--- config.mk ---
export PLATFORM = sky130hd
export DESIGN_NAME = flame_sensor_calibration_accumulator_unit_flat
export DESIGN_NICKNAME = d
export VERILOG_FILES = /design/src/fsca_pkg.sv /design/src/fsca_channels.sv /design/src/fsca_lane.sv /design/src/fsca_ctrl.sv /design/src/flame_sensor_calibration_accumulator_unit.sv /design/src/flat_wrapper.sv
export VERILOG_INCLUDE_DIRS = /design/src /design/src/src
export SDC_FILE = /design/constraint.sdc
export NUM_CORES = 2
export LEC_CHECK = 0
export ABC_CLOCK_PERIOD_IN_PS = 7400
export BUFFER_PORTS_ARGS = -buffer_cell sky130_fd_sc_hd__clkbuf_2
export CAP_MARGIN = 20
export CORE_MARGIN = 1.5
export CORE_UTILIZATION = 40
export CTS_CLUSTER_SIZE = 10
export DETAILED_ROUTE_END_ITERATION = 10
export GPL_ROUTABILITY_DRIVEN = 0
export PLACE_DENSITY = 0.69
export SLEW_MARGIN = 20
export SYNTH_ARGS = -nofsm -noshare
export SYNTH_HDL_FRONTEND = slang
export SYNTH_SLANG_ARGS = --single-unit
--- constraint.sdc ---
create_clock -name clk -period 7.4 [get_ports clk]
set_input_delay 0.74 -clock clk [delete_from_list [all_inputs] [get_ports clk]]
set_output_delay 0.74 -clock clk [all_outputs]
set_load 0.005 [all_outputs]
--- src/flame_sensor_calibration_accumulator_unit_assert.svh ---
// Assertion macros shared by the flame sensor accumulator modules.
`ifndef FLAME_SENSOR_CALIBRATION_ACCUMULATOR_UNIT_ASSERT_SVH
`define FLAME_SENSOR_CALIBRATION_ACCUMULATOR_UNIT_ASSERT_SVH

// Same-cycle implication, disabled while reset is asserted.
`define FSCA_ASSERT_NOW(label, clk, rst_n, ante, cons, msg) \
	label: assert property (@(posedge clk) disable iff (!rst_n) (ante) |-> (cons)) \
		else $error(msg);

// Next-cycle implication, disabled while reset is asserted.
`define FSCA_ASSERT_NEXT(label, clk, rst_n, ante, cons, msg) \
	label: assert property (@(posedge clk) disable iff (!rst_n) (ante) |=> (cons)) \
		else $error(msg);

`endif

--- src/fsca_pkg.sv ---
// Package with types, constants and the leaky average update of the accumulator.
`timescale 1ns / 1ps

package fsca_pkg;

	localparam int SMP_W = 8;
	localparam int AVG_W = 16;
	localparam int SIG_W = 10;
	localparam int SQ_W  = 18;
	localparam int SUM_W = 32;
	localparam int CNT_W = 11;

	localparam logic CMD_START  = 1'b0;
	localparam logic CMD_SAMPLE = 1'b1;

	localparam logic [AVG_W-1:0]        AVG_RESET = 16'd17792;
	localparam logic [AVG_W-1:0]        AVG_MAX   = 16'd32895;
	localparam logic signed [SIG_W-1:0] HIGH_RESET = 10'sd0;
	localparam logic signed [SIG_W-1:0] LOW_RESET  = 10'sd255;
	localparam logic signed [SIG_W-1:0] SIG_MAX    = 10'sd383;
	localparam logic signed [SIG_W-1:0] SIG_MIN    = -10'sd383;
	localparam logic [SMP_W-1:0]        RT_RESET   = 8'd128;

	// Load strobes and item flags handed from the control unit to each lane.
	typedef struct packed {
		logic load1;
		logic take0;
		logic start0;
		logic load2;
		logic load3;
		logic take_s2;
		logic start_s2;
	} fsca_lane_ctl_t;

	// One x128 leaky average step: avg + floor((smp*128 - avg + rt) / 256).
	function automatic logic [AVG_W-1:0] leak(input logic [AVG_W-1:0] avg,
			input logic [SMP_W-1:0] smp, input logic [SMP_W-1:0] rt);
		logic signed [17:0] d;
		logic signed [17:0] n;
		d = $signed({3'b000, smp, 7'b0000000}) - $signed({2'b00, avg})
			+ $signed({10'b0, rt});
		n = $signed({2'b00, avg}) + (d >>> 8);
		return n[AVG_W-1:0];
	endfunction

endpackage

--- src/fsca_channels.sv ---
// Channel interfaces: input items, result items and the configuration write.
`timescale 1ns / 1ps

interface fsca_in_if;
	logic       valid;
	logic       ready;
	logic       cmd;
	logic [7:0] flame_a_sample;
	logic [7:0] flame_b_sample;
	logic [7:0] guard_sample;
	logic [7:0] bias_sample;

	modport source (output valid, cmd, flame_a_sample, flame_b_sample, guard_sample,
		bias_sample, input ready);
	modport sink (input valid, cmd, flame_a_sample, flame_b_sample, guard_sample,
		bias_sample, output ready);
endinterface

interface fsca_out_if;
	logic              valid;
	logic              ready;
	logic [31:0]       energy_a;
	logic [31:0]       energy_b;
	logic [31:0]       energy_g;
	logic signed [9:0] max_a;
	logic signed [9:0] min_a;
	logic signed [9:0] max_b;
	logic signed [9:0] min_b;
	logic signed [9:0] max_g;
	logic signed [9:0] min_g;
	logic [7:0]        bias_level;
	logic              run_done;

	modport source (output valid, energy_a, energy_b, energy_g, max_a, min_a, max_b,
		min_b, max_g, min_g, bias_level, run_done, input ready);
	modport sink (input valid, energy_a, energy_b, energy_g, max_a, min_a, max_b,
		min_b, max_g, min_g, bias_level, run_done, output ready);
endinterface

interface fsca_cfg_if;
	logic       valid;
	logic       ready;
	logic [7:0] rounding_term;

	modport source (output valid, rounding_term, input ready);
	modport sink (input valid, rounding_term, output ready);
endinterface

--- src/fsca_lane.sv ---
// One sensor lane: leaky average, drift-corrected signal, square, peaks and energy.
`timescale 1ns / 1ps
`include "flame_sensor_calibration_accumulator_unit_assert.svh"

module fsca_lane import fsca_pkg::*; (
	input  logic                    clk,
	input  logic                    arst_n,
	input  fsca_lane_ctl_t          ctl,
	input  logic                    clr_on_start,
	input  logic [SMP_W-1:0]        rounding_term,
	input  logic [SMP_W-1:0]        sample,
	input  logic [SMP_W-1:0]        bias_s1,
	output logic signed [SIG_W-1:0] peak_high,
	output logic signed [SIG_W-1:0] peak_low,
	output logic [SUM_W-1:0]        energy
);

	logic [AVG_W-1:0]        avg_q;
	logic [AVG_W-1:0]        avg_nx;
	logic [AVG_W-1:0]        avg_s1;
	logic [SMP_W-1:0]        sample_s1;
	logic [AVG_W:0]          rnd;
	logic [SMP_W-1:0]        drift;
	logic signed [SIG_W-1:0] drift_x;
	logic signed [SIG_W-1:0] sig;
	logic signed [2*SIG_W-1:0] prod;
	logic signed [SIG_W-1:0] sig_s2;
	logic [SQ_W-1:0]         sq_s2;
	logic signed [SIG_W-1:0] peak_high_q;
	logic signed [SIG_W-1:0] peak_low_q;
	logic [SUM_W-1:0]        energy_q;
	logic [SUM_W:0]          sum_wide;

	// Stage 1: next leaky average; the guard lane reloads it on a start item.
	always_comb begin
		if (ctl.take0) begin
			avg_nx = leak(avg_q, sample, rounding_term);
		end else if (ctl.start0 && clr_on_start) begin
			avg_nx = AVG_RESET;
		end else begin
			avg_nx = avg_q;
		end
	end

	always_ff @(posedge clk or negedge arst_n) begin
		if (!arst_n) begin
			avg_q <= AVG_RESET;
		end else if (ctl.load1) begin
			avg_q <= avg_nx;
		end
	end

	always_ff @(posedge clk) begin
		if (ctl.load1) begin
			avg_s1    <= avg_nx;
			sample_s1 <= sample;
		end
	end

	// Stage 2: drift is the rounded average minus bias, wrapped to 8 bits signed.
	always_comb begin
		rnd     = {1'b0, avg_s1} + 17'd64;
		drift   = rnd[14:7] - bias_s1;
		drift_x = {{(SIG_W-SMP_W){drift[SMP_W-1]}}, drift};
		sig     = $signed({2'b00, sample_s1}) - $signed({2'b00, bias_s1}) - drift_x;
		prod    = sig * sig;
	end

	always_ff @(posedge clk) begin
		if (ctl.load2) begin
			sig_s2 <= sig;
			sq_s2  <= prod[SQ_W-1:0];
		end
	end

	// Stage 3: saturating energy sum of squares.
	assign sum_wide = {1'b0, energy_q} + {{(SUM_W+1-SQ_W){1'b0}}, sq_s2};

	// Stage 3: peak tracking and energy; these registers also serve as the result.
	always_ff @(posedge clk or negedge arst_n) begin
		if (!arst_n) begin
			peak_high_q <= HIGH_RESET;
			peak_low_q  <= LOW_RESET;
			energy_q    <= '0;
		end else if (ctl.load3) begin
			if (ctl.start_s2) begin
				peak_high_q <= HIGH_RESET;
				peak_low_q  <= LOW_RESET;
				energy_q    <= '0;
			end else if (ctl.take_s2) begin
				if (peak_high_q <= sig_s2) begin
					peak_high_q <= sig_s2;
				end else if (peak_low_q >= sig_s2) begin
					peak_low_q <= sig_s2;
				end
				energy_q <= sum_wide[SUM_W] ? '1 : sum_wide[SUM_W-1:0];
			end
		end
	end

	assign peak_high = peak_high_q;
	assign peak_low  = peak_low_q;
	assign energy    = energy_q;

	`FSCA_ASSERT_NOW(a_sig_range, clk, arst_n, ctl.take_s2, (sig_s2 >= SIG_MIN) && (sig_s2 <= SIG_MAX), "lane signal out of range")
	`FSCA_ASSERT_NEXT(a_energy_grows, clk, arst_n, ctl.load3 && ctl.take_s2 && !ctl.start_s2, energy_q >= $past(energy_q), "lane energy decreased on a sample")
	`FSCA_ASSERT_NEXT(a_one_peak, clk, arst_n, ctl.load3 && !ctl.start_s2, !((peak_high_q != $past(peak_high_q)) && (peak_low_q != $past(peak_low_q))), "both peaks changed on one sample")
	`FSCA_ASSERT_NOW(a_avg_range, clk, arst_n, 1'b1, avg_q <= AVG_MAX, "lane average out of range")

endmodule

--- src/fsca_ctrl.sv ---
// Control unit: pipeline handshake, sample count, bias average and configuration.
`timescale 1ns / 1ps
`include "flame_sensor_calibration_accumulator_unit_assert.svh"

module fsca_ctrl import fsca_pkg::*; #(
	parameter int RUN_LENGTH = 1020
) (
	input  logic             clk,
	input  logic             arst_n,
	input  logic             in_valid,
	output logic             in_ready,
	input  logic             cmd,
	input  logic [SMP_W-1:0] bias_sample,
	input  logic             cfg_valid,
	output logic             cfg_ready,
	input  logic [SMP_W-1:0] cfg_data,
	output logic             out_valid,
	input  logic             out_ready,
	output logic [SMP_W-1:0] rounding_term,
	output logic [SMP_W-1:0] bias_s1,
	output fsca_lane_ctl_t   ctl,
	output logic [SMP_W-1:0] bias_level,
	output logic             run_done
);

	localparam logic [CNT_W-1:0] RUN_LEN_C = CNT_W'(RUN_LENGTH);

	logic             valid_s1, valid_s2, valid_s3;
	logic             rdy1, rdy2, rdy3;
	logic             load1, load2, load3;
	logic             take0, start0;
	logic             take_s1, start_s1, take_s2, start_s2;
	logic [CNT_W-1:0] count_q, count_nx;
	logic [AVG_W-1:0] avg_bias_q, avg_bias_nx;
	logic [AVG_W:0]   bias_rnd;
	logic             run_done_nx;
	logic [SMP_W-1:0] bias_level_s1, bias_level_s2, bias_level_s3;
	logic             run_done_s1, run_done_s2, run_done_s3;
	logic [SMP_W-1:0] rt_q;

	// Each stage moves when it is empty or the stage after it moves.
	always_comb begin
		rdy3     = !valid_s3 || out_ready;
		rdy2     = !valid_s2 || rdy3;
		rdy1     = !valid_s1 || rdy2;
		load3    = valid_s2 && rdy3;
		load2    = valid_s1 && rdy2;
		load1    = in_valid && rdy1;
		in_ready = rdy1;
		start0   = load1 && (cmd == CMD_START);
		take0    = load1 && (cmd == CMD_SAMPLE) && (count_q < RUN_LEN_C);
	end

	// Next sample count, bias average and the result fields they give.
	always_comb begin
		if (start0) begin
			count_nx = '0;
		end else if (take0) begin
			count_nx = count_q + 1'b1;
		end else begin
			count_nx = count_q;
		end
		avg_bias_nx = take0 ? leak(avg_bias_q, bias_sample, rt_q) : avg_bias_q;
		bias_rnd    = {1'b0, avg_bias_nx} + 17'd64;
		run_done_nx = (count_nx >= RUN_LEN_C);
	end

	// Configuration register; writes are always taken.
	assign cfg_ready = 1'b1;

	always_ff @(posedge clk or negedge arst_n) begin
		if (!arst_n) begin
			rt_q <= RT_RESET;
		end else if (cfg_valid) begin
			rt_q <= cfg_data;
		end
	end

	// Stage valid bits, item flags and run state.
	always_ff @(posedge clk or negedge arst_n) begin
		if (!arst_n) begin
			valid_s1   <= 1'b0;
			valid_s2   <= 1'b0;
			valid_s3   <= 1'b0;
			take_s1    <= 1'b0;
			start_s1   <= 1'b0;
			take_s2    <= 1'b0;
			start_s2   <= 1'b0;
			count_q    <= '0;
			avg_bias_q <= AVG_RESET;
		end else begin
			if (rdy1) begin
				valid_s1 <= in_valid;
			end
			if (rdy2) begin
				valid_s2 <= valid_s1;
			end
			if (rdy3) begin
				valid_s3 <= valid_s2;
			end
			if (load1) begin
				take_s1    <= take0;
				start_s1   <= start0;
				count_q    <= count_nx;
				avg_bias_q <= avg_bias_nx;
			end
			if (load2) begin
				take_s2  <= take_s1;
				start_s2 <= start_s1;
			end
		end
	end

	// Shared payload that travels with the item.
	always_ff @(posedge clk) begin
		if (load1) begin
			bias_s1       <= bias_sample;
			bias_level_s1 <= bias_rnd[14:7];
			run_done_s1   <= run_done_nx;
		end
		if (load2) begin
			bias_level_s2 <= bias_level_s1;
			run_done_s2   <= run_done_s1;
		end
		if (load3) begin
			bias_level_s3 <= bias_level_s2;
			run_done_s3   <= run_done_s2;
		end
	end

	always_comb begin
		ctl.load1    = load1;
		ctl.take0    = take0;
		ctl.start0   = start0;
		ctl.load2    = load2;
		ctl.load3    = load3;
		ctl.take_s2  = take_s2;
		ctl.start_s2 = start_s2;
	end

	assign rounding_term = rt_q;
	assign out_valid     = valid_s3;
	assign bias_level    = bias_level_s3;
	assign run_done      = run_done_s3;

	`FSCA_ASSERT_NOW(a_count_bound, clk, arst_n, 1'b1, count_q <= RUN_LEN_C, "sample count beyond run length")
	`FSCA_ASSERT_NEXT(a_start_clears, clk, arst_n, start0, count_q == '0, "start item did not clear the count")
	`FSCA_ASSERT_NEXT(a_count_step, clk, arst_n, take0, count_q == $past(count_q) + 1'b1, "sample did not advance the count")
	`FSCA_ASSERT_NOW(a_bias_range, clk, arst_n, 1'b1, avg_bias_q <= AVG_MAX, "bias average out of range")

endmodule

--- src/flame_sensor_calibration_accumulator_unit.sv ---
// Top level of the flame sensor calibration accumulator: control unit, three lanes, result.
//
//   Channel   Direction  Transfer when         Contents
//   in_ch     sink       valid && ready        cmd and four 8-bit samples
//   cfg_ch    sink       valid && ready        rounding_term (ready is always high)
//   out_ch    source     valid && ready        three energies, six peaks, bias level, done
//
// One item enters per cycle unless a stalled output has filled all stages; its result is
// offered after stages 1, 2 and 3. The feedback loops are the leaky average registers
// in stage 1 and the peak and energy registers in stage 3, which also hold the result
// until it is taken. A stalled output stops each stage only once the stages behind it
// are full. Reset sets the averages to 17792, the peaks to 0 and 255, the rounding term
// to 128, and clears the rest.
`timescale 1ns / 1ps

module flame_sensor_calibration_accumulator_unit import fsca_pkg::*; #(
	parameter int RUN_LENGTH = 1020
) (
	input logic        clk,
	input logic        arst_n,
	fsca_in_if.sink    in_ch,
	fsca_cfg_if.sink   cfg_ch,
	fsca_out_if.source out_ch
);

	fsca_lane_ctl_t          ctl;
	logic [SMP_W-1:0]        rounding_term;
	logic [SMP_W-1:0]        bias_s1;
	logic signed [SIG_W-1:0] peak_high [3];
	logic signed [SIG_W-1:0] peak_low [3];
	logic [SUM_W-1:0]        energy [3];
	logic [SMP_W-1:0]        lane_sample [3];
	logic                    lane_clr [3];

	// Lane inputs: flame A, flame B, guard; only the guard average restarts with a run.
	always_comb begin
		lane_sample[0] = in_ch.flame_a_sample;
		lane_sample[1] = in_ch.flame_b_sample;
		lane_sample[2] = in_ch.guard_sample;
		lane_clr[0]    = 1'b0;
		lane_clr[1]    = 1'b0;
		lane_clr[2]    = 1'b1;
	end

	fsca_ctrl #(
		.RUN_LENGTH (RUN_LENGTH)
	) u_ctrl (
		.clk           (clk),
		.arst_n        (arst_n),
		.in_valid      (in_ch.valid),
		.in_ready      (in_ch.ready),
		.cmd           (in_ch.cmd),
		.bias_sample   (in_ch.bias_sample),
		.cfg_valid     (cfg_ch.valid),
		.cfg_ready     (cfg_ch.ready),
		.cfg_data      (cfg_ch.rounding_term),
		.out_valid     (out_ch.valid),
		.out_ready     (out_ch.ready),
		.rounding_term (rounding_term),
		.bias_s1       (bias_s1),
		.ctl           (ctl),
		.bias_level    (out_ch.bias_level),
		.run_done      (out_ch.run_done)
	);

	// Three instances of one lane module work on the three sensor channels side by side.
	for (genvar k = 0; k < 3; k++) begin : g_lane
		fsca_lane u_lane (
			.clk           (clk),
			.arst_n        (arst_n),
			.ctl           (ctl),
			.clr_on_start  (lane_clr[k]),
			.rounding_term (rounding_term),
			.sample        (lane_sample[k]),
			.bias_s1       (bias_s1),
			.peak_high     (peak_high[k]),
			.peak_low      (peak_low[k]),
			.energy        (energy[k])
		);
	end

	// Merge the lane registers into one result item.
	always_comb begin
		out_ch.energy_a = energy[0];
		out_ch.energy_b = energy[1];
		out_ch.energy_g = energy[2];
		out_ch.max_a    = peak_high[0];
		out_ch.min_a    = peak_low[0];
		out_ch.max_b    = peak_high[1];
		out_ch.min_b    = peak_low[1];
		out_ch.max_g    = peak_high[2];
		out_ch.min_g    = peak_low[2];
	end

endmodule

--- src/flat_wrapper.sv ---
// flat-port wrapper written by rule: the top's interface ports become plain ports
module flame_sensor_calibration_accumulator_unit_flat import fsca_pkg::*;
#(
	parameter int RUN_LENGTH = 1020
)
  (clk, arst_n, in_ch_valid, in_ch_cmd, in_ch_flame_a_sample, in_ch_flame_b_sample, in_ch_guard_sample, in_ch_bias_sample, in_ch_ready, cfg_ch_valid, cfg_ch_rounding_term, cfg_ch_ready, out_ch_valid, out_ch_energy_a, out_ch_energy_b, out_ch_energy_g, out_ch_max_a, out_ch_min_a, out_ch_max_b, out_ch_min_b, out_ch_max_g, out_ch_min_g, out_ch_bias_level, out_ch_run_done, out_ch_ready);
  fsca_in_if in_ch_i ();
  fsca_cfg_if cfg_ch_i ();
  fsca_out_if out_ch_i ();
  input logic clk;
  input logic arst_n;
  input wire logic [$bits(in_ch_i.valid)-1:0] in_ch_valid;
  input wire logic [$bits(in_ch_i.cmd)-1:0] in_ch_cmd;
  input wire logic [$bits(in_ch_i.flame_a_sample)-1:0] in_ch_flame_a_sample;
  input wire logic [$bits(in_ch_i.flame_b_sample)-1:0] in_ch_flame_b_sample;
  input wire logic [$bits(in_ch_i.guard_sample)-1:0] in_ch_guard_sample;
  input wire logic [$bits(in_ch_i.bias_sample)-1:0] in_ch_bias_sample;
  output wire logic [$bits(in_ch_i.ready)-1:0] in_ch_ready;
  input wire logic [$bits(cfg_ch_i.valid)-1:0] cfg_ch_valid;
  input wire logic [$bits(cfg_ch_i.rounding_term)-1:0] cfg_ch_rounding_term;
  output wire logic [$bits(cfg_ch_i.ready)-1:0] cfg_ch_ready;
  output wire logic [$bits(out_ch_i.valid)-1:0] out_ch_valid;
  output wire logic [$bits(out_ch_i.energy_a)-1:0] out_ch_energy_a;
  output wire logic [$bits(out_ch_i.energy_b)-1:0] out_ch_energy_b;
  output wire logic [$bits(out_ch_i.energy_g)-1:0] out_ch_energy_g;
  output wire logic [$bits(out_ch_i.max_a)-1:0] out_ch_max_a;
  output wire logic [$bits(out_ch_i.min_a)-1:0] out_ch_min_a;
  output wire logic [$bits(out_ch_i.max_b)-1:0] out_ch_max_b;
  output wire logic [$bits(out_ch_i.min_b)-1:0] out_ch_min_b;
  output wire logic [$bits(out_ch_i.max_g)-1:0] out_ch_max_g;
  output wire logic [$bits(out_ch_i.min_g)-1:0] out_ch_min_g;
  output wire logic [$bits(out_ch_i.bias_level)-1:0] out_ch_bias_level;
  output wire logic [$bits(out_ch_i.run_done)-1:0] out_ch_run_done;
  input wire logic [$bits(out_ch_i.ready)-1:0] out_ch_ready;
  assign in_ch_i.valid = in_ch_valid;
  assign in_ch_i.cmd = in_ch_cmd;
  assign in_ch_i.flame_a_sample = in_ch_flame_a_sample;
  assign in_ch_i.flame_b_sample = in_ch_flame_b_sample;
  assign in_ch_i.guard_sample = in_ch_guard_sample;
  assign in_ch_i.bias_sample = in_ch_bias_sample;
  assign in_ch_ready = in_ch_i.ready;
  assign cfg_ch_i.valid = cfg_ch_valid;
  assign cfg_ch_i.rounding_term = cfg_ch_rounding_term;
  assign cfg_ch_ready = cfg_ch_i.ready;
  assign out_ch_valid = out_ch_i.valid;
  assign out_ch_energy_a = out_ch_i.energy_a;
  assign out_ch_energy_b = out_ch_i.energy_b;
  assign out_ch_energy_g = out_ch_i.energy_g;
  assign out_ch_max_a = out_ch_i.max_a;
  assign out_ch_min_a = out_ch_i.min_a;
  assign out_ch_max_b = out_ch_i.max_b;
  assign out_ch_min_b = out_ch_i.min_b;
  assign out_ch_max_g = out_ch_i.max_g;
  assign out_ch_min_g = out_ch_i.min_g;
  assign out_ch_bias_level = out_ch_i.bias_level;
  assign out_ch_run_done = out_ch_i.run_done;
  assign out_ch_i.ready = out_ch_ready;
  flame_sensor_calibration_accumulator_unit #(.RUN_LENGTH(RUN_LENGTH)) u_core (.clk(clk), .arst_n(arst_n), .in_ch(in_ch_i), .cfg_ch(cfg_ch_i), .out_ch(out_ch_i));
endmodule
Word level (Yosys, flattened, before mapping)
Cells that the tools add are included.

Register bits: 434. Latch bits: 0. Memory bits (writable): 0. Memory bits (read-only): 0. Input port bits: 46. Output and inout port bits: 168. Logic and storage cells: 148. Memories: 0.

Add/sub/neg operators: 29. Multipliers: 3. Divide/modulo/power cells: 0. Magnitude comparators: 8. Equal/unequal tests: 3. Shifts and indexed selects: 0. Multiplexer cells: 37. Bitwise logic cells: 1. Reduce and logical (&&, ||, !) cells: 26.

Operators with widths (number): 32-bit two-way mux (9); 10-bit two-way mux (21); 32-bit by 18-bit adder with 33-bit output (3); 16-bit two-way mux (5); 17-bit by 9-bit adder with 18-bit output (4); 15-bit by 16-bit subtractor with 17-bit output (4); 16-bit by 10-bit adder with 16-bit output (4); 15-bit by 7-bit adder with 15-bit output (second input constant) (4); 10-bit by 10-bit multiplier with 18-bit output (3); 10-bit greater-or-equal comparator (3); 10-bit less-or-equal comparator (3); 9-bit by 8-bit subtractor with 10-bit output (3); 8-bit by 8-bit subtractor with 9-bit output (3); 8-bit subtractor (3); 11-bit two-way mux (2); 2-bit nonzero test (7); 4-bit AND reduction (3); 11-bit by 1-bit adder with 11-bit output (second input constant) (1); 11-bit by 10-bit greater-or-equal comparator with 1-bit output (second input constant) (1); 11-bit by 10-bit less-than comparator with 1-bit output (second input constant) (1); 3-bit AND reduction (3); 1-bit logical AND (6); 2-bit by 1-bit != test with 1-bit output (second input constant) (3); 1-bit logical NOT (3); other kinds (3) (5).

Depth between registers and ports, before layout
Word-level depth: 10. Mapped depth: 36. Gate-level depth less buffers: 36.

Cells and area by module
A second synthesis with hierarchy kept.

Cell total of the unflattened synthesis: 4079. Area total of the unflattened synthesis: 38698.4 um2.

By module, submodules not included: fsca_lane at u_core.g_lane[2].u_lane (times used 1, cells an instance 1225, area an instance 11454.7 um2, sequential area each 3007.9 um2); fsca_lane at u_core.g_lane[0].u_lane (times used 1, cells an instance 1185, area an instance 11305.8 um2, sequential area each 3007.9 um2); fsca_lane at u_core.g_lane[1].u_lane (times used 1, cells an instance 1234, area an instance 11285.8 um2, sequential area each 3007.9 um2); fsca_ctrl (times used 1, cells an instance 433, area an instance 4644.5 um2, sequential area each 2108.3 um2); flame_sensor_calibration_accumulator_unit (times used 1, cells an instance 2, area an instance 7.5 um2, sequential area each 0.0 um2).

Worst setup path before layout
OpenSTA, ideal clock, no wires.

Path kind: register -> register. Start point: register u_core.g_lane[1].u_lane.avg_s1[6]. End point: register u_core.g_lane[1].u_lane.sq_s2[16], data pin. Setup time: 0.258 ns. Arrival: 7.426 ns. Required time: 7.142 ns. Path slack: -0.284 ns. Stages on the path, launching flop included: 32. Path buffers: 1. Clock period less this slack: 7.684 ns. Cell sequence: edfxtp_1 -> ha_1 -> xor2_1 -> ha_1 -> nor2b_1 -> o21ai_0 -> a21oi_1 -> o21ai_0 -> nand2b_1 -> xnor2_1 -> ha_1 -> or3_1 -> o21ai_0 -> a21oi_1 -> nand2_1 -> a31oi_1 -> inv_1 -> clkbuf_1 -> nand2_1 -> fa_1 -> fa_1 -> fa_1 -> fa_1 -> fa_1 -> inv_1 -> ha_1 -> or2_2 -> a21oi_1 -> inv_1 -> a31o_2 -> a21oi_1 -> xnor2_1.

Longest elaborated chain between the ends: 4.

Ends and longest elaborated chain: start, declared (RTL line fsca_lane.sv:20) `logic [AVG_W-1:0] avg_s1;`; start signal, assigned (RTL line fsca_lane.sv:55) `avg_s1 <= avg_nx;`; 15-bit by 7-bit adder with 15-bit output (RTL line fsca_lane.sv:62) `rnd = {1'b0, avg_s1} + 17'd64;`; 8-bit subtractor (RTL line fsca_lane.sv:63) `drift = rnd[14:7] - bias_s1;`; 9-bit by 8-bit subtractor with 10-bit output (RTL line fsca_lane.sv:65) `sig = $signed({2'b00, sample_s1}) - $signed({2'b00, bias_s1}) - drift_x;`; net u_core.g_lane[1].u_lane.sig[9] (RTL line fsca_lane.sv:25) `logic signed [SIG_W-1:0] sig;`; 10-bit by 10-bit multiplier with 18-bit output (RTL line fsca_lane.sv:66) `prod = sig * sig;`; net u_core.g_lane[1].u_lane.prod[16] (RTL line fsca_lane.sv:26) `logic signed [2*SIG_W-1:0] prod;`; end signal, assigned (RTL line fsca_lane.sv:72) `sq_s2 <= prod[SQ_W-1:0];`; end, declared (RTL line fsca_lane.sv:28) `logic [SQ_W-1:0] sq_s2;`.

The timed path passes the listed nets, and every way through them passes these cells. A chain may end at the register's enable or synchronous reset.

Final worst setup path
Start point: register u_core.u_ctrl.bias_s1[1]. End point: register u_core.g_lane[1].u_lane.sq_s2[16], data pin.

Longest elaborated chain between the ends: 3. Elaborated cells between the ends (all ways): 4. Those cells by class: add/sub (3); mul (1).

Ends and longest elaborated chain: start, declared (RTL line fsca_ctrl.sv:20) `output logic [SMP_W-1:0] bias_s1,`; start signal, assigned (RTL line fsca_ctrl.sv:117) `bias_s1 <= bias_sample;`; 8-bit by 8-bit subtractor with 9-bit output / 8-bit subtractor (equally long branches) (RTL line fsca_lane.sv:65, fsca_lane.sv:63); 9-bit by 8-bit subtractor with 10-bit output * (RTL line fsca_lane.sv:65); net u_core.g_lane[1].u_lane.sig[8] (RTL line fsca_lane.sv:25); 10-bit by 10-bit multiplier with 18-bit output * (RTL line fsca_lane.sv:66); net u_core.g_lane[1].u_lane.prod[16] (RTL line fsca_lane.sv:26).

The timed path passes the listed nets; every way through them passes the cells marked *.

==> results by group <==
Layout
  – Final core utilization: between 40 and 50%
  – Area Growth Syn to Fin: 19.33%
  – Layout cells sized above 1: 19.34%
  – Fin nets: about 5200

Synth
  – Post-synth top area share: about 15%
  – #FFs+latches synth: 410
  – Yosys cell types: 84
  – Syn nets: roughly 4800
  – Largest cells by area after synthesis: ha_1 (15%), dfrtp_1 (14%), edfxtp_1 (13%), fa_1 (12%), inv_1 (5.4%)
  – Post-Syn Instances: 4041
  – Top FF cell, synth: dfrtp_1
  – Seq/Total Area, Yosys: between 20 and 30%
  – EDFF count, synth: about 160
  – Synthesized area: ~38000 um^2
  – Cell taking the most area after synthesis: ha_1
  – YS warnings: 0
  – Post-synth ARST share: 60.00%
  – Mapped Avg Cell Area: 9.316 um^2

Critical path
  – Setup crit end: u_core.g_lane[1].u_lane.sq_s2[16]
  – Worst path max stage delay: about 0.57 ns
  – Critical R2R Launch: u_core.u_ctrl.bias_s1[1]
  – Critical path type: reg2reg
  – WP data required: about 7.8 ns
  – Worst setup startpoint: u_core.u_ctrl.bias_s1[1]
  – Most used cell along the critical path: fa_1
  – Worst reg2reg endpoint: u_core.g_lane[1].u_lane.sq_s2[16]
  – Family with the most delay on the worst path: adder cells
  – Cell count of the worst reg-to-reg path: 31
  – CP Data Arrival Time: just under 8 ns
  – Critical Path Sink Type: flop
  – Crit path buf inv count: 7
  – Number of stages on the worst setup path: 31
  – Crit-path slowest cell: fa_1
  – Crit Path Max Fanout: 4
  – Setup crit start kind: flop
  – Reg2reg setup slack: -0.02 ns

Floorplanning
  – Full die area: between 90000 and 100000 um^2
  – Die height: between 300 and 400 um
  – Die X: about 310 um
  – Starting density of the core: about two fifths
  – I/O pins: roughly 210
  – Cell row count: roughly 110
  – Area of the core: 93330 um^2

Clock tree
  – CTS Hold Buffers Added: 0
  – CTS root buffer: clkbuf_16
  – CTS Buffer Depth: 3
  – CTS tree: yes
  – TritonCTS Buffers: between 50 and 60
  – CTS clk-pin slew, worst paths: roughly 0.050 ns
  – Clk sinks: 410
  – Worst-Skew Late Latency: slightly above 0.6 ns
  – H-tree depth: 2

Detailed routing
  – WL final: between 90 and 100 mm
  – 1st-iter DRT viols: between 2000 and 2500
  – Via count: around 30000
  – Post-route ant nets: 0
  – Routed length per instance: between 15 and 20 um
  – DRT Pass-1 Iters: 6
  – # DRC: 0
  – Via/cell ratio: ~5.2

Job
  – Number of max-cap violations: 0

STA
  – Tcrit/Tclk final: 100.2%
  – Final Skew: about 0.035 ns
  – Final Critical Period: about 7.4 ns
  – Fmax: approximately 130 MHz
  – Final setup violation count: 2
  – RSZ-0062 raised after global routing: true
  – Fin. Hold Viols: 0
  – Pins over their slew limit: 0
  – Setup tns final: -0.01836 ns
  – Slew at the pin closest to its max-slew limit: between 0.9 and 1 ns
  – Setup WS post-layout: -0.01644 ns
  – Relative slew margins: a little under a third

Placed design
  – DP HPWL: slightly above 70 mm
  – Input/output buffers: about 210

Global routing
  – Total global routing overflow: 0
  – First-pass GRT wire length: 151.4 mm
  – Gr usage total: between 10% and 20%
  – Initial antenna violation count: 2
  – Largest net degree at the start of global routing: roughly 130
  – Vias in the first global route: approximately 30000

Hold path
  – HP Class: in2async

Outcome
  – Outcome: complete, but fails checks
  – Violated checks: setup timing
[worst reg2reg max path: cells and delay by family (launching register included)]
kind | cells | cell delay, ns
adders and majority gates | 8 | 3.24
AOI/OAI and AO/OA | 9 | 1.58
buffers and inverters | 7 | 0.90
and+or+nand+nor | 4 | 0.60
xor gates and xnor gates | 3 | 0.47
DFF | 1 | 0.40
[logic make-up (layout without fill, tap and decap cells)]
group | Yosys count | after routing | share of synthesized area, %
compound gates | 898 | 898 | 15.47
fa+ha+maj | 668 | 668 | 26.77
flops | 410 | 410 | 29.57
buf+inv | 633 | 1164 | 6.398
mux | 19 | 19 | 0.5484
simple gates | 1071 | 1071 | 13.31
other cells | 1 | 2 | 0.009961
xor+xnor | 341 | 341 | 7.933
[metrics by stage]
step	instance area, um^2	cells	hold WS (ns)	setup WS [ns]
5_1_grt	44930	5827	0.04661	-0.3559
4_1_cts	43950	5787	0.02297	-0.004952
3_5_place_dp	42010	5674	0.4106	-0.3107
6_report	44930	5827	0.03108	-0.01644
2_1_floorplan	37760	4041	0.4003	-0.06111
3_3_place_gp	42010	5674	0.4062	-0.1479
[Yosys cell counts, types with 13 or more instances]
| cell | count |
|---|---|
| and3_1 | 36 |
| and2_1 | 27 |
| o21ai_0 | 209 |
| a31oi_1 | 37 |
| or2_2 | 13 |
| nand3_1 | 111 |
| o31ai_1 | 34 |
| o21bai_1 | 50 |
| fa_1 | 229 |
| nor2_1 | 322 |
| a211oi_1 | 55 |
| clkbuf_1 | 84 |
| a22o_1 | 20 |
| dfrtp_1 | 205 |
| dfstp_2 | 41 |
| o211ai_1 | 13 |
| nor2b_1 | 38 |
| nor3_1 | 109 |
| ha_1 | 439 |
| inv_1 | 538 |
| a21oi_1 | 211 |
| nand4_1 | 22 |
| a311oi_1 | 14 |
| o21a_1 | 52 |
| mux2_2 | 13 |
| edfxtp_1 | 164 |
| or3_1 | 16 |
| nand2_1 | 294 |
| nand2b_1 | 34 |
| xor2_1 | 117 |
| a21o_1 | 87 |
| xnor2_1 | 224 |
[flip-flops by register name, summed over array words and instances, names as in the netlist, 16 cells and up]
name                            cells
u_core.u_ctrl.avg_bias_q           16
u_core.g_lane.u_lane.avg_q         48
u_core.g_lane.u_lane.energy        96
u_core.g_lane.u_lane.sq_s2         48
u_core.g_lane.u_lane.peak_low      30
u_core.g_lane.u_lane.peak_high     30
u_core.g_lane.u_lane.sig_s2        30
u_core.g_lane.u_lane.avg_s1        27
u_core.g_lane.u_lane.sample_s1     24
[timing repair]
| action | CTS | global route |
|---|---|---|
| gates resized for setup | 68 | 160 |
| endpoints found under the setup margin | 11 | 17 |
| pin swaps | 35 | 135 |
| setup buffers | 16 | 40 |
[layer usage]
layer  part of all wire, %  global-route usage, %  up-vias
met5                     0                      0        -
met4                   2.7                  5.479        0
met3                   4.8                  2.282      160
met2                    47                  32.80      674
met1                    46                  25.85    14550
li1                      -                      -    14930
[area by class of cell]
type,count,area (um^2)
flip-flops and latches,410,11140
inverters,542,2046
repair buffers,525,3483
clock inverters,11,102.6
fillers,8635,48400
clock buffers,86,1509
multi-input cells,2998,25080
diodes,1,2.502
well taps,1254,1569
[layout by cell type (no fill, tap or decap), drive strengths merged, types with 27 or more instances in the layout]
cell    instances
xor2          117
o21a           52
nand2         294
ha            439
dfrtp         205
inv           539
buf           314
edfxtp        164
nand3         111
xnor2         224
a21o           87
and3           36
nor3          109
nor2          322
o21ai         216
dfstp          41
fa            229
a21oi         212
nand2b         34
clkbuf        297
o31ai          34
a211oi         55
a31oi          37
and2           27
nor2b          38
o21bai         50
[worst min path at each step]
stage,start,slack [ns],end,cells after the start
final,arst_n,0.03,u_core.g_lane[2].u_lane.energy[2],1
after global routing,arst_n,0.05,u_core.g_lane[2].u_lane.energy[1],1
after CTS,arst_n,0.02,u_core.g_lane[0].u_lane.energy[11],1
after detailed placement,u_core.u_ctrl.run_done_s1,0.41,u_core.u_ctrl.run_done_s2,0
after global placement,u_core.u_ctrl.run_done_s1,0.41,u_core.u_ctrl.run_done_s2,0
after floorplan,u_core.u_ctrl.bias_level_s2[0],0.40,u_core.u_ctrl.bias_level[0],0
Power is not shown: default switching activity piles up to over one toggle a cycle in this logic, so the estimate is an artifact.
